[config.mk]
export PLATFORM = sky130hd
export DESIGN_NAME = tpasc_scale
export DESIGN_NICKNAME = d
export VERILOG_FILES = /design/src/tpasc_pkg.sv /design/src/tpasc_scale.sv
export SDC_FILE = /design/constraint.sdc
export NUM_CORES = 2
export LEC_CHECK = 0
export ABC_CLOCK_PERIOD_IN_PS = 15200
export BUFFER_PORTS_ARGS = -buffer_cell sky130_fd_sc_hd__buf_2
export CAP_MARGIN = 20
export CORE_ASPECT_RATIO = 0.75
export CORE_MARGIN = 4
export CORE_UTILIZATION = 62
export DETAILED_ROUTE_END_ITERATION = 12
export PLACE_DENSITY = 0.8
export REMOVE_ABC_BUFFERS = 1
export SETUP_SLACK_MARGIN = 0.15
export SKIP_LAST_GASP = 1
export SYNTH_ARGS = -nofsm -noshare
export SYNTH_HDL_FRONTEND = slang
export SYNTH_SLANG_ARGS = --single-unit
export TNS_END_PERCENT = 10
[constraint.sdc]
create_clock -name aclk -period 15.2 [get_ports aclk]
set_input_delay 3.04 -clock aclk [delete_from_list [all_inputs] [get_ports aclk]]
set_output_delay 3.04 -clock aclk [all_outputs]
set_load 0.02 [all_outputs]
[src/tpasc_pkg.sv]
// Shared types and constants for the three-phase ADC sample collector.
`default_nettype none

package tpasc_pkg;

    // Command codes carried by each input item
    typedef enum logic [1:0] {
        CMD_START    = 2'd0,
        CMD_STOP     = 2'd1,
        CMD_COMPLETE = 2'd2,
        CMD_READ     = 2'd3
    } cmd_t;

    // Status codes returned with each result item
    typedef enum logic [2:0] {
        ST_OK         = 3'd0,
        ST_BAD_ARG    = 3'd1,
        ST_BAD_STATE  = 3'd2,
        ST_SYNC_ERR   = 3'd3,
        ST_BAD_SAMPLE = 3'd4,
        ST_NOT_READY  = 3'd5,
        ST_OVERRUN    = 3'd6
    } status_t;

    // Configuration register indexes
    typedef enum logic [2:0] {
        REG_OFFSET_A  = 3'd0,
        REG_OFFSET_B  = 3'd1,
        REG_OFFSET_C  = 3'd2,
        REG_OFFSET_DC = 3'd3,
        REG_GAIN_A    = 3'd4,
        REG_GAIN_B    = 3'd5,
        REG_GAIN_C    = 3'd6,
        REG_GAIN_DC   = 3'd7
    } reg_index_t;

    localparam int          NUM_PHASES    = 3;
    localparam logic [1:0]  PHASE_UNKNOWN = 2'd3;
    localparam logic [2:0]  FULL_MASK     = 3'b111;
    localparam int          CODE_BITS     = 16;
    localparam int          RAW_BITS      = 12;
    localparam int          OFFSET_BITS   = 16;
    localparam int          GAIN_BITS     = 32;
    localparam int          VALUE_BITS    = 40;
    localparam logic [OFFSET_BITS-1:0] OFFSET_RESET = 16'd32768;
    localparam logic [GAIN_BITS-1:0]   GAIN_RESET   = 32'd1;

    // Decision made for one item by the control logic
    typedef struct packed {
        status_t status;
        logic    sample_complete;
        logic    read_ok;
    } ctl_res_t;

endpackage

`default_nettype wire

[src/tpasc_scale.sv]
// One conversion lane: offset, gain multiply, rounding and 40-bit saturation.
`default_nettype none

module tpasc_scale
    import tpasc_pkg::*;
(
    input  wire logic                          aclk,
    input  wire logic                          prod_en,
    input  wire logic                          out_en,
    input  wire logic                          keep,
    input  wire logic        [CODE_BITS-1:0]   code,
    input  wire logic        [OFFSET_BITS-1:0] offset,
    input  wire logic signed [GAIN_BITS-1:0]   gain,
    output logic signed      [VALUE_BITS-1:0]  value
);

    localparam int DIFF_W = CODE_BITS + 6;
    localparam int PROD_W = DIFF_W + GAIN_BITS;
    localparam int RND_W  = PROD_W + 1;
    localparam int SHF_W  = RND_W - 8;
    localparam logic signed [VALUE_BITS-1:0] VAL_MAX = {1'b0, {(VALUE_BITS-1){1'b1}}};
    localparam logic signed [VALUE_BITS-1:0] VAL_MIN = {1'b1, {(VALUE_BITS-1){1'b0}}};

    logic signed [DIFF_W-1:0]     diff;
    logic signed [PROD_W-1:0]     prod_next;
    logic signed [PROD_W-1:0]     prod_reg;
    logic signed [RND_W-1:0]      rnd;
    logic signed [SHF_W-1:0]      shf;
    logic                         fits;
    logic signed [VALUE_BITS-1:0] sat;
    logic signed [VALUE_BITS-1:0] value_reg;

    // Remove the offset (sixteenths of a count) and scale by the gain
    assign diff      = $signed({2'b00, code, 4'b0000}) - $signed({6'b000000, offset});
    assign prod_next = PROD_W'(diff) * PROD_W'(gain);

    always_ff @(posedge aclk) begin
        if (prod_en) begin
            prod_reg <= prod_next;
        end
    end

    // Round to nearest, ties up, then clamp to the signed output range
    assign rnd  = RND_W'(prod_reg) + RND_W'(128);
    assign shf  = SHF_W'(rnd >>> 8);
    assign fits = (shf[SHF_W-1:VALUE_BITS-1] == {(SHF_W-VALUE_BITS+1){1'b0}})
               || (shf[SHF_W-1:VALUE_BITS-1] == {(SHF_W-VALUE_BITS+1){1'b1}});
    assign sat  = fits ? shf[VALUE_BITS-1:0] : (shf[SHF_W-1] ? VAL_MIN : VAL_MAX);

    always_ff @(posedge aclk) begin
        if (out_en) begin
            value_reg <= keep ? sat : '0;
        end
    end

    assign value = value_reg;

endmodule

`default_nettype wire

# --- Yosys cells after proc, flatten, opt, wreduce, memory -nomap -nowiden ---
# Index checks and enable logic that the tools add are counted.
totals:
  register_bits: 93
  in_bits: 68
  out_inout_bits: 40
  wordCells: 10
classes:
  add_sub_neg: 2
  mul: 1
  eq_ne: 1
  muxes: 2
  reduce_logical: 2
ops:
  columns: ["op", "count"]
  rows:
  - ["40-bit 2-to-1 mux", 2]
  - ["53-bit by 9-bit adder with 54-bit output (second input constant)", 1]
  - ["21-bit by 32-bit multiplier with 53-bit output", 1]
  - ["20-bit by 16-bit subtractor with 21-bit output", 1]
  - ["8-bit equality test (second input constant)", 1]
  - ["8-bit zero test", 1]
  - ["1-bit logical OR", 1]

# --- Depth between registers and ports, before layout ---
depth:
  ltp_word: 4
  depth_mapped: 37
  ltp_nobuf: 34

# --- Least setup slack after synthesis ---
# No wires, ideal clock.
synth_timing:
  path_type: "input port to flip-flop"
  startpoint: "input port offset[0]"
  endpoint: "register prod_reg[46] (data pin)"
  setup_time_ns: 0.258
  arrival_ns: 11.406
  path_slack_ns: 3.536
  path_stages: 34
  n_path_buf: 4
  cell_sequence: "clkbuf_1 clkbuf_1 inv_1 ha_1 a31oi_1 o21bai_1 o41ai_1 o21ai_0 o221ai_1 nor2b_1 xor2_1 clkbuf_1 nand2_1 fa_1 inv_1 fa_1 fa_1 fa_1 fa_1 fa_1 inv_1 fa_1 inv_1 ha_1 clkbuf_1 nand2_1 o21ai_1 a2111oi_0 nand4b_1 a21oi_1 o31ai_1 a21oi_1 a31o_2 xnor2_1"
synth_via:
  elab_chain_cells: 2
synth_rtl:
  columns: ["element", "line", "text"]
  rows:
  - ["start, declared", "tpasc_scale.sv:12", "input wire logic [OFFSET_BITS-1:0] offset,"]
  - ["20-bit by 16-bit subtractor with 21-bit output", "tpasc_scale.sv:34", "assign diff = $signed({2'b00, code, 4'b0000}) - $signed({6'b000000, offset});"]
  - ["21-bit by 32-bit multiplier with 53-bit output", "tpasc_scale.sv:35", "assign prod_next = PROD_W'(diff) * PROD_W'(gain);"]
  - ["net prod_next[46]", "tpasc_scale.sv:25", "logic signed [PROD_W-1:0] prod_next;"]
  - ["end signal, assigned", "tpasc_scale.sv:39", "prod_reg <= prod_next;"]
  - ["end, declared", "tpasc_scale.sv:26", "logic signed [PROD_W-1:0] prod_reg;"]
# The timed path passes the listed nets, and every way through them passes these cells.
# A chain may end at the register's enable or synchronous reset.

# --- Worst setup path in the final report ---
layout_timing:
  startpoint: "input port offset[0]"
  endpoint: "register prod_reg[45] (data pin)"
# Same word-level chain as after synthesis.

==> impl_metrics.tcl <==
set metrics [dict create \
    fmax_mhz 75.8 \
    final-max-slew-violation-count 0 \
    synth.cell_area_sq_mm 0.0275 \
    grt_pass1_wl_microns 116000 \
    ios 108 \
    endpoint_kind "register" \
    tightest_slew_ps 1070 \
    status "finished, final reports clean" \
    path_max_fanout 34 \
    synth_seq_area_share 0.0940 \
    fillers 3390 \
    grt_max_degree 47 \
    fin_crit_ps 13200 \
    num_antenna_cells 0 \
    place_hpwl_microns 56000 \
    clockBufferDepth 2 \
    cap_violations 0 \
    synth_compound_area_frac 0.0441 \
    synth_edf_count 86 \
    htree_levels 3 \
    clock_latency_ps 330 \
    ys_ff_latch 86 \
    yosysWarningCount 0 \
    portBuffers 107 \
    synth-xor-area-share 0.0367 \
    grt_usage 0.306 \
    finalSetupTns_ps 0 \
    syn_avg_cell_area_sq_um 9.15 \
    drive_gt1_frac 0.0660 \
    synthAdderAreaFrac 0.552 \
    largest_reg_flops 46 \
    clkSinkCount 86 \
    synth_mux_area_frac 0.000410 \
    wire_per_inst_microns 19.6 \
    grt-ovfl-total 0 \
    cpPeakStageDelay_ps 850 \
    die-area_sq_mm 0.0478 \
    crit_top_cell "fa_1" \
    crit_family "adder cells" \
    ys_async_sr_fraction 0 \
    fp-row-count 66 \
    antenna_found_initial 0 \
    syn_inst 3001 \
    initial_utilization 0.630 \
    synth_top_family_by_area "adder cells" \
    cts_tree "yes" \
    synth.distinct_cells 65 \
    grt_pass1_vias 22318 \
    cts_setup_buffers 0 \
    crit_type "in2reg" \
    detail_route.iter0.violations 1964 \
    die_w_microns 251 \
    start_kind "primary input" \
    hp-class "reg2reg" \
    place_congestion 0.946 \
    slew_headroom 0.289 \
    crit_buf_inv 6 \
    fin_crit_sh 0.868 \
    min_from "prod_reg[26]" \
    worst_hold_path.endpoint "value[18]" \
    ys.flop_type "edfxtp_1" \
    layout.nets 3875 \
    ant_nets 0 \
    cts-resized-gates 0 \
    cts-root-buf "clkbuf_16" \
    finalSetupViolCount 0 \
    vias_per_cell 5.67 \
    cp_data_arrival_time_ps 13340 \
    rr_startpoint "prod_reg[15]" \
    rsz0062_at_grt "no" \
    drt-total-wl_microns 70300 \
    path_clk_slew_ps 60 \
    coreArea_sq_mm 0.0436 \
    drc 0 \
    reg2reg_to "value[24]" \
    num_vias 20295 \
    whs_path_depth 2 \
    final_core_util 0.661 \
    r2r_cells 9 \
    hold_viol_final 0 \
    die_height_microns 190 \
    yosys.area_share.simple 0.147 \
    slowest_stage "xor2_4" \
    syn_to_final_growth_pct 4.90 \
    cts_made_buffers 9 \
    firstDrtPassIters 5 \
    required_ps 15350 \
    ctsHoldBuffers 0 \
    fin_worst_skew_ps 9.70 \
    ff2ff_setup_slack_ps 11540 \
]
==> cell families (layout without fill, tap and decap cells) <==
group / Yosys count / in the layout
compound gates: 192 / 192
flops: 86 / 86
simple gates: 887 / 887
mux: 1 / 1
fa+ha+maj: 811 / 811
xor+xnor: 115 / 115
buf+inv: 909 / 909
==> worst max-delay path by stage <==
stage	startpoint	end	slack [ps]	cells past startpoint
floorplan	offset[6]	prod_reg[46]	3300	30
global placement	offset[0]	prod_reg[51]	2260	32
detailed placement	offset[0]	prod_reg[45]	1860	32
CTS	offset[0]	prod_reg[45]	2170	32
global route	offset[0]	prod_reg[45]	1340	32
finish	offset[0]	prod_reg[45]	2000	32
==> per-stage QoR <==
step | hold WS, ps | setup WS [ps] | instance area [sq um] | cells
detailed placement | 649 | 1860 | 28400 | 3562
CTS | 667 | 2170 | 28800 | 3578
floorplan | 609 | 3300 | 26900 | 2857
global route | 678 | 1340 | 28800 | 3579
finish | 650 | 2000 | 28800 | 3579
global placement | 640 | 2260 | 28400 | 3562
==> worst register-to-register path: stages (launching register included) <==
cell	delay [ps]
edfxtp_1	430
nand4_1	280
nor4_1	530
nand4_1	250
o31ai_1	360
o211ai_1	170
or4b_1	520
o31ai_1	100
nand2_2	440
o21ai_0	390
==> Yosys cell counts, types with 7 or more instances <==
cell / count / area (sq um)
o21ai_2: 10 / 87.6
xnor2_1: 74 / 648
edfxtp_1: 86 / 2580
and3_1: 8 / 50.1
and2_1: 149 / 932
o21ai_1: 13 / 65.1
a31oi_1: 7 / 43.8
inv_1: 765 / 2870
o31ai_1: 8 / 60.1
nand4_1: 18 / 113
o21a_1: 8 / 60.1
fa_1: 667 / 13400
o21ai_0: 38 / 190
a21oi_1: 54 / 270
ha_1: 144 / 1800
or2_2: 12 / 75.1
clkbuf_1: 136 / 510
a21o_1: 20 / 150
nor3_1: 13 / 65.1
nor2_1: 69 / 259
nor2b_1: 7 / 43.8
xor2_1: 41 / 359
o21bai_1: 9 / 67.6
nand2_1: 544 / 2040
nand3_1: 29 / 145
==> cell type report <==
cell class              instances  area [sq um]  share of cell area
inverters                     765          2870              0.0997
well taps                     578           723              0.0251
flip-flops and latches         86          2580              0.0896
multi-input cells            2006         21600               0.749
clock buffers                  10           229             0.00795
clock inverters                 6           134             0.00465
repair buffers                128           701              0.0243
==> layout by cell type, fill, tap and decap left out, drive strengths merged, types with 8 or more instances in the layout <==
cell type	netlist	routed
a21oi	54	54
and3	10	10
xor2	41	41
nand4	20	20
edfxtp	86	86
xnor2	74	74
ha	144	144
nand3	29	29
inv	765	765
buf	6	128
nand2	545	545
and2	150	150
o21ai	61	61
or2	12	12
nor2	69	69
o21a	8	8
clkbuf	138	10
nor3	13	13
o21bai	9	9
a21o	20	20
fa	667	667
o31ai	9	9
==> routing by layer <==
layer	track usage	part of all wire	wire, microns	up-vias
met2	0.474	0.44	31200	1323
met5	0	0	0	-
li1	-	-	-	8727
met1	0.441	0.40	28100	10080
met4	0.0648	0.022	1520	0
met3	0.0845	0.14	9520	165
Power is left out: the tool's default activity adds up to more than one toggle a clock period on the data nets, which glitch-free logic cannot reach.
