$ cat config.mk
export PLATFORM = sky130hd
export DESIGN_NAME = tpasc_ctrl
export DESIGN_NICKNAME = d
export VERILOG_FILES = /design/src/tpasc_pkg.sv /design/src/tpasc_ctrl.sv
export SDC_FILE = /design/constraint.sdc
export NUM_CORES = 1
export LEC_CHECK = 0
export BUFFER_PORTS_ARGS = -buffer_cell sky130_fd_sc_hd__buf_2
export CORE_ASPECT_RATIO = 1.2
export CORE_UTILIZATION = 46
export CTS_CLUSTER_SIZE = 24
export DETAILED_ROUTE_END_ITERATION = 10
export PLACE_DENSITY = 0.79
export REMOVE_ABC_BUFFERS = 1
export SLEW_MARGIN = 10
export SYNTH_ARGS = -nofsm -noshare
export SYNTH_HDL_FRONTEND = slang
export SYNTH_SLANG_ARGS = --single-unit
$ cat constraint.sdc
create_clock -name aclk -period 3.2 [get_ports aclk]
set_clock_uncertainty 0.15 [all_clocks]
set_input_delay 0.64 -clock aclk [delete_from_list [all_inputs] [get_ports aclk]]
set_output_delay 0.64 -clock aclk [all_outputs]
set_load 0.02 [all_outputs]
$ cat src/tpasc_pkg.sv
// Shared types and constants for the three-phase ADC sample collector.
`default_nettype none

package tpasc_pkg;

    // Command codes carried by each input item
    typedef enum logic [1:0] {
        CMD_START    = 2'd0,
        CMD_STOP     = 2'd1,
        CMD_COMPLETE = 2'd2,
        CMD_READ     = 2'd3
    } cmd_t;

    // Status codes returned with each result item
    typedef enum logic [2:0] {
        ST_OK         = 3'd0,
        ST_BAD_ARG    = 3'd1,
        ST_BAD_STATE  = 3'd2,
        ST_SYNC_ERR   = 3'd3,
        ST_BAD_SAMPLE = 3'd4,
        ST_NOT_READY  = 3'd5,
        ST_OVERRUN    = 3'd6
    } status_t;

    // Configuration register indexes
    typedef enum logic [2:0] {
        REG_OFFSET_A  = 3'd0,
        REG_OFFSET_B  = 3'd1,
        REG_OFFSET_C  = 3'd2,
        REG_OFFSET_DC = 3'd3,
        REG_GAIN_A    = 3'd4,
        REG_GAIN_B    = 3'd5,
        REG_GAIN_C    = 3'd6,
        REG_GAIN_DC   = 3'd7
    } reg_index_t;

    localparam int          NUM_PHASES    = 3;
    localparam logic [1:0]  PHASE_UNKNOWN = 2'd3;
    localparam logic [2:0]  FULL_MASK     = 3'b111;
    localparam int          CODE_BITS     = 16;
    localparam int          RAW_BITS      = 12;
    localparam int          OFFSET_BITS   = 16;
    localparam int          GAIN_BITS     = 32;
    localparam int          VALUE_BITS    = 40;
    localparam logic [OFFSET_BITS-1:0] OFFSET_RESET = 16'd32768;
    localparam logic [GAIN_BITS-1:0]   GAIN_RESET   = 32'd1;

    // Decision made for one item by the control logic
    typedef struct packed {
        status_t status;
        logic    sample_complete;
        logic    read_ok;
    } ctl_res_t;

endpackage

`default_nettype wire

$ cat src/tpasc_ctrl.sv
// Collection state, phase code storage and per-item status decision.
`default_nettype none

module tpasc_ctrl
    import tpasc_pkg::*;
#(
    parameter int CODE_MAX = 4095,
    parameter int CODE_W   = 12
) (
    input  wire logic                  aclk,
    input  wire logic                  aresetn,
    input  wire logic                  advance,
    input  wire logic [1:0]            cmd,
    input  wire logic [1:0]            phase_index,
    input  wire logic [CODE_BITS-1:0]  phase_code,
    input  wire logic [CODE_BITS-1:0]  dc_code,
    input  wire logic                  end_of_conversion,
    input  wire logic                  overrun_flag,
    output ctl_res_t                   res,
    output logic      [CODE_W-1:0]     phase_codes [NUM_PHASES]
);

    localparam logic [CODE_BITS-1:0] CODE_LIMIT = CODE_BITS'(CODE_MAX);

    logic              running_reg, running_next;
    logic              fault_reg, fault_next;
    logic              ready_reg, ready_next;
    logic [2:0]        mask_reg, mask_next;
    logic              code_wr;
    logic [2:0]        phase_bit;
    logic [2:0]        mask_or;
    logic [CODE_W-1:0] codes_reg [NUM_PHASES];

    assign phase_bit = 3'b001 << phase_index;
    assign mask_or   = mask_reg | phase_bit;

    // Decide status and next collection state for the item at the head
    always_comb begin
        running_next        = running_reg;
        fault_next          = fault_reg;
        ready_next          = ready_reg;
        mask_next           = mask_reg;
        code_wr             = 1'b0;
        res.status          = ST_OK;
        res.sample_complete = 1'b0;
        res.read_ok         = 1'b0;
        case (cmd)
            CMD_START: begin
                if (fault_reg) begin
                    res.status = ST_SYNC_ERR;
                end else if (!running_reg) begin
                    mask_next    = 3'b000;
                    ready_next   = 1'b0;
                    running_next = 1'b1;
                end
            end
            CMD_STOP: begin
                running_next = 1'b0;
                mask_next    = 3'b000;
                ready_next   = 1'b0;
                fault_next   = 1'b0;
            end
            CMD_COMPLETE: begin
                if (!running_reg) begin
                    res.status = ST_BAD_STATE;
                end else if (fault_reg) begin
                    res.status = ST_SYNC_ERR;
                end else if (phase_index == PHASE_UNKNOWN) begin
                    res.status = ST_BAD_ARG;
                end else if (((mask_reg & phase_bit) != 3'b000) || ready_reg) begin
                    fault_next = 1'b1;
                    ready_next = 1'b0;
                    mask_next  = 3'b000;
                    res.status = ST_SYNC_ERR;
                end else if (phase_code > CODE_LIMIT) begin
                    fault_next = 1'b1;
                    mask_next  = 3'b000;
                    res.status = ST_BAD_SAMPLE;
                end else begin
                    code_wr = 1'b1;
                    if (mask_or == FULL_MASK) begin
                        mask_next           = 3'b000;
                        ready_next          = 1'b1;
                        res.sample_complete = 1'b1;
                    end else begin
                        mask_next = mask_or;
                    end
                end
            end
            CMD_READ: begin
                if (!running_reg) begin
                    res.status = ST_BAD_STATE;
                end else if (fault_reg) begin
                    res.status = ST_SYNC_ERR;
                end else if (!ready_reg) begin
                    res.status = ST_NOT_READY;
                end else begin
                    ready_next = 1'b0;
                    if (!end_of_conversion) begin
                        res.status = ST_NOT_READY;
                    end else if (overrun_flag) begin
                        res.status = ST_OVERRUN;
                    end else if (dc_code > CODE_LIMIT) begin
                        res.status = ST_BAD_SAMPLE;
                    end else begin
                        res.read_ok = 1'b1;
                    end
                end
            end
            default: begin
                res.status = ST_OK;
            end
        endcase
    end

    // Update collection state when the item moves on
    always_ff @(posedge aclk) begin
        if (!aresetn) begin
            running_reg <= 1'b0;
            fault_reg   <= 1'b0;
            ready_reg   <= 1'b0;
            mask_reg    <= 3'b000;
        end else if (advance) begin
            running_reg <= running_next;
            fault_reg   <= fault_next;
            ready_reg   <= ready_next;
            mask_reg    <= mask_next;
        end
    end

    // Store the completing phase code
    always_ff @(posedge aclk) begin
        if (advance && code_wr) begin
            codes_reg[phase_index] <= phase_code[CODE_W-1:0];
        end
    end

    assign phase_codes = codes_reg;

endmodule

`default_nettype wire

== Word level (Yosys, flattened, before mapping) ==
Cells that the tools add are included.
Operators by class
  mux-type cells: 64
  multiply operators: 0
  order comparisons: 4
  equal/unequal tests: 14
  reduce and logical (&&, ||, !) cells: 12
  shift-type cells: 1
  div/mod/pow operators: 0
  bitwise operators: 3
  add/sub/neg operators: 0
Operators with widths (number)
  $mux W3: 19
  $bwmux W36: 1
  $mux W1: 36
  $gt A16 B12 Y1 const B: 2
  $demux W12 S2: 1
  $pmux W3 S3: 2
  $ne A2 B2 Y1 const B: 7
  $mux W12: 1
  $reduce_and A10 Y1: 1
  $reduce_and A7 Y1: 1
  $eq A2 B2 Y1 const B: 3
  $ne A3 B3 Y1 const B: 2
  $reduce_and A3 Y1: 2
  $reduce_bool A3 Y1: 2
  $pmux W1 S2: 2
  $pmux W1 S4: 1
  $reduce_bool A2 Y1: 2
  $and A3 B3 Y3: 1
  $eq A3 B3 Y1 const B: 1
  $ge A3 B3 Y1 const B: 1
  $lt A3 B1 Y1 const B: 1
  $not A2 Y3: 1
  $or A3 B3 Y3: 1
  $shl A1 B2 Y3 const A: 1
  5 further kinds: 6
Word-level totals
  bits in writable memories: 0
  word-level logic and storage cells: 105
  memories kept: 0
  output and inout bits: 41
  bits of input ports: 41
  bits in latches: 0
  ROM bits: 0
  flip-flop bits (word level): 42

== Logic depth before layout (Yosys ltp) ==
  depth in word-level cells: 10
  mapped depth: 6

== Least setup slack after synthesis ==
Ideal clock, no wire load.
  kind: input port to flip-flop
  start: input cmd[0]
  end: register codes_reg (netlist bit phase_codes[0]) (enable)
  slack: 698 ps
  arrival time: 1972 ps
  cell stages on the path: 6
  data required time: 2671 ps
  path through: buf_2 nor3b_2 o2111ai_2 nor2_1 nand2_2 nor3b_2
On the way
  cells in the longest elaborated chain, start to end: 3
Ends and longest elaborated chain
  start, declared: line tpasc_ctrl.sv:13  | input wire logic [1:0] cmd,
  $eq A2 B2 Y1: line tpasc_ctrl.sv:47  | case (cmd)
  $mux W1: line tpasc_ctrl.sv:47
  $logic_and A1 B1 Y1: line tpasc_ctrl.sv:133  | if (advance && code_wr) begin
  end signal, assigned by index: line tpasc_ctrl.sv:134  | codes_reg[phase_index] <= phase_code[CODE_W-1:0];
  end, declared: line tpasc_ctrl.sv:32  | logic [CODE_W-1:0] codes_reg [NUM_PHASES];
Every way passes these cells.
A chain may end at the register's enable or synchronous reset.

==> impl_metrics.env <==
export IMPL_setup_viol_count_final=0
export IMPL_wl_per_cell_um=13.0
export IMPL_netlist_area_leader_share=0.616
export IMPL_num_vias=1287
export IMPL_cp_cell_sequence="buf_2, mux2i_1, o211ai_2, nor3b_2, a32oi_1, nor3_2, buf_2"
export IMPL_wl_met1_um=1300
export IMPL_wl_met2_um=1650
export IMPL_cp_max_fo=12
export IMPL_die_w_um=58.4
export IMPL_drtAntennaViolNets=0
export IMPL_relSlewSlack=0.795
export IMPL_dpl_hpwl_um=2490
export IMPL_outcome="completed"
export IMPL_finalCritPeriodShare=0.884
export IMPL_max_freq_ghz=0.353
export IMPL_rows=24
export IMPL_synth_area_leader_cell="edfxtp_1"
export IMPL_gp_congestion=0.851
export IMPL_synth_seq_cells=42
export IMPL_overflow=0
export IMPL_slowest_delay_ns=0.33
export IMPL_clockBufferDepth=2
export IMPL_synth_ff_type="edfxtp_1"
export IMPL_reg2reg_from="mask_reg[1]$_SDFFE_PN0P_"
export IMPL_yosys_cell_types_count=40
export IMPL_ctsHoldBuffers=0
export IMPL_drt_first_pass_iters=4
export IMPL_grt_pass1_wl_um=5350
export IMPL_multi_input_area_um2=505
export IMPL_seqCellArea_um2=1200
export IMPL_cts_sinks=42
export IMPL_ctsResizeCount=0
export IMPL_drt_iter0_drc=38
export IMPL_hold_viol_final=0
export IMPL_final_cell_mix="buf_2, edfxtp_1, nand2_1"
export IMPL_synth_area_leaders="edfxtp_1, dfxtp_1, nand2_1"
export IMPL_yosysSeqAreaShare=0.684
export IMPL_grt_total_usage=0.177
export IMPL_slowest_stage="mux2i_1"
export IMPL_wl_um=3230
export IMPL_critPathCaptureType="output pin"
export IMPL_clk_pin_slew_ns=0.08
export IMPL_crit_start="phase_index[0]"
export IMPL_cts_tree="built"
export IMPL_grt_pass1_vias=1219
export IMPL_io_pins=82
export IMPL_postLayoutCellArea_um2=2260
export IMPL_placed_cell_area_um2=2150
export IMPL_io_buffers=69
export IMPL_syn_area_um2=1760
export IMPL_antenna_found_initial=0
export IMPL_critPathKind="input port to output pin"
export IMPL_p_leak_nw=0.877
export IMPL_startpoint_type="input port"
export IMPL_p_per_area_nw_per_um2=474
export IMPL_dieArea_um2=4070
export IMPL_die_y_um=69.7
export IMPL_drive_above_1_share=0.462
export IMPL_wl_met3_um=229
export IMPL_worst_path_buf_inv=2
export IMPL_drc_errors=0
export IMPL_ff2ff_setup_slack_ns=1.08
export IMPL_final_common_cell="buf_2"
export IMPL_synth_edf_count=36
export IMPL_largest_reg_flops=36
export IMPL_initial_utilization=0.483
export IMPL_area_growth_pct=28.8
export IMPL_tightest_slew_ns=0.307
export IMPL_clk_latency_ns=0.29
export IMPL_min_from="phase_code[2]"
export IMPL_report_final_slew_viol_count=0
export IMPL_num_nets_final=237
export IMPL_core_area_um2=3630
export IMPL_cts_buffers=5
export IMPL_hp_class="input port to flip-flop"
export IMPL_maxCapViolCount=0
export IMPL_fill_cells=282
export IMPL_rsz0062_at_grt="no"
export IMPL_synth_avg_cell_area_um2=14.4
export IMPL_top_layer="met4"
export IMPL_yosys_warnings=0
export IMPL_critPathMostFrequentCell="buf_2"
export IMPL_cts_htree_levels=2
export IMPL_syn_inst=122
export IMPL_cts_root_buf="clkbuf_8"
export IMPL_vias_per_cell=5.17
export IMPL_pre_cts_ws_ns=0.361
export IMPL_vdd_drop_max_uv=240
export IMPL_async_flop_share=0
export IMPL_fin_tns_setup_ns=0
export IMPL_diodes=0
export IMPL_cp_arrival_ns=2.04
export IMPL_post_route_min_period_ns=2.83
export IMPL_cts_setup_buffers=0
export IMPL_grt_max_degree=15
export IMPL_fin_ws_ns=0.370
export IMPL_cp_top_family="buffers and inverters"
export IMPL_crit_required_ns=2.41
[synth_stat cells (2+ instances only)]
library cell and n:
buf_6 2, nand2_1 10, nor2_1 8, nand4_1 2, a21oi_1 7, dfxtp_1 6
nor3_2 3, o211ai_1 3, nor3b_2 3, nand2b_1 2, edfxtp_1 36, nand3_1 2
nor3_1 3, inv_1 3, nand4b_1 2, nor2b_1 3, mux2i_1 2, buf_2 3
[report_power, final]
group          internal, mW  switching [mW]  leakage [nW]  total, mW
Sequential            0.595         0.00415         0.372      0.599
Clock                 0.232           0.165        0.0514      0.397
Combinational        0.0321          0.0422         0.453     0.0742
[final cells by class]
| type | instances | share of cell area |
|---|---|---|
| inverter | 3 | 0.00498 |
| clock buffer | 6 | 0.0321 |
| timing repair buffer | 72 | 0.163 |
| clock inverter | 2 | 0.0166 |
| tap | 52 | 0.0288 |
| sequential | 42 | 0.531 |
| multi-input combinational | 72 | 0.224 |
[worst paths after layout]
path / endpoint / cells after the start
max reg2reg: phase_codes[3]$_DFFE_PP_ / 6
min: phase_codes[2]$_DFFE_PP_ / 1
min reg2reg: mask_reg[0]$_SDFFE_PN0P_ / 2
max: res[4] / 7
[kinds of logic after synthesis]
group,synth area share
AOI/OAI and AO/OA,0.110
buffers and inverters,0.0278
DFF,0.684
muxes,0.0114
and+or+nand+nor,0.167
[routing by layer]
metal | vias up | global-route usage
met4 | 0 | 0.0635
met2 | 68 | 0.300
li1 | 614 | -
met3 | 7 | 0.0504
met1 | 598 | 0.210
met5 | - | 0
[per-stage QoR]
step | utilization | total power, mW | hold WS [ns] | instances
floorplan | - | 0.645 | 0.359 | 117
global placement | 0.592 | 0.682 | 0.387 | 241
detailed placement | 0.592 | 0.686 | 0.427 | 241
CTS | 0.622 | 1.08 | 0.393 | 249
global route | 0.622 | 1.11 | 0.387 | 249
finish | 0.622 | 1.07 | 0.397 | 249
(Power assumes the default switching activity.)
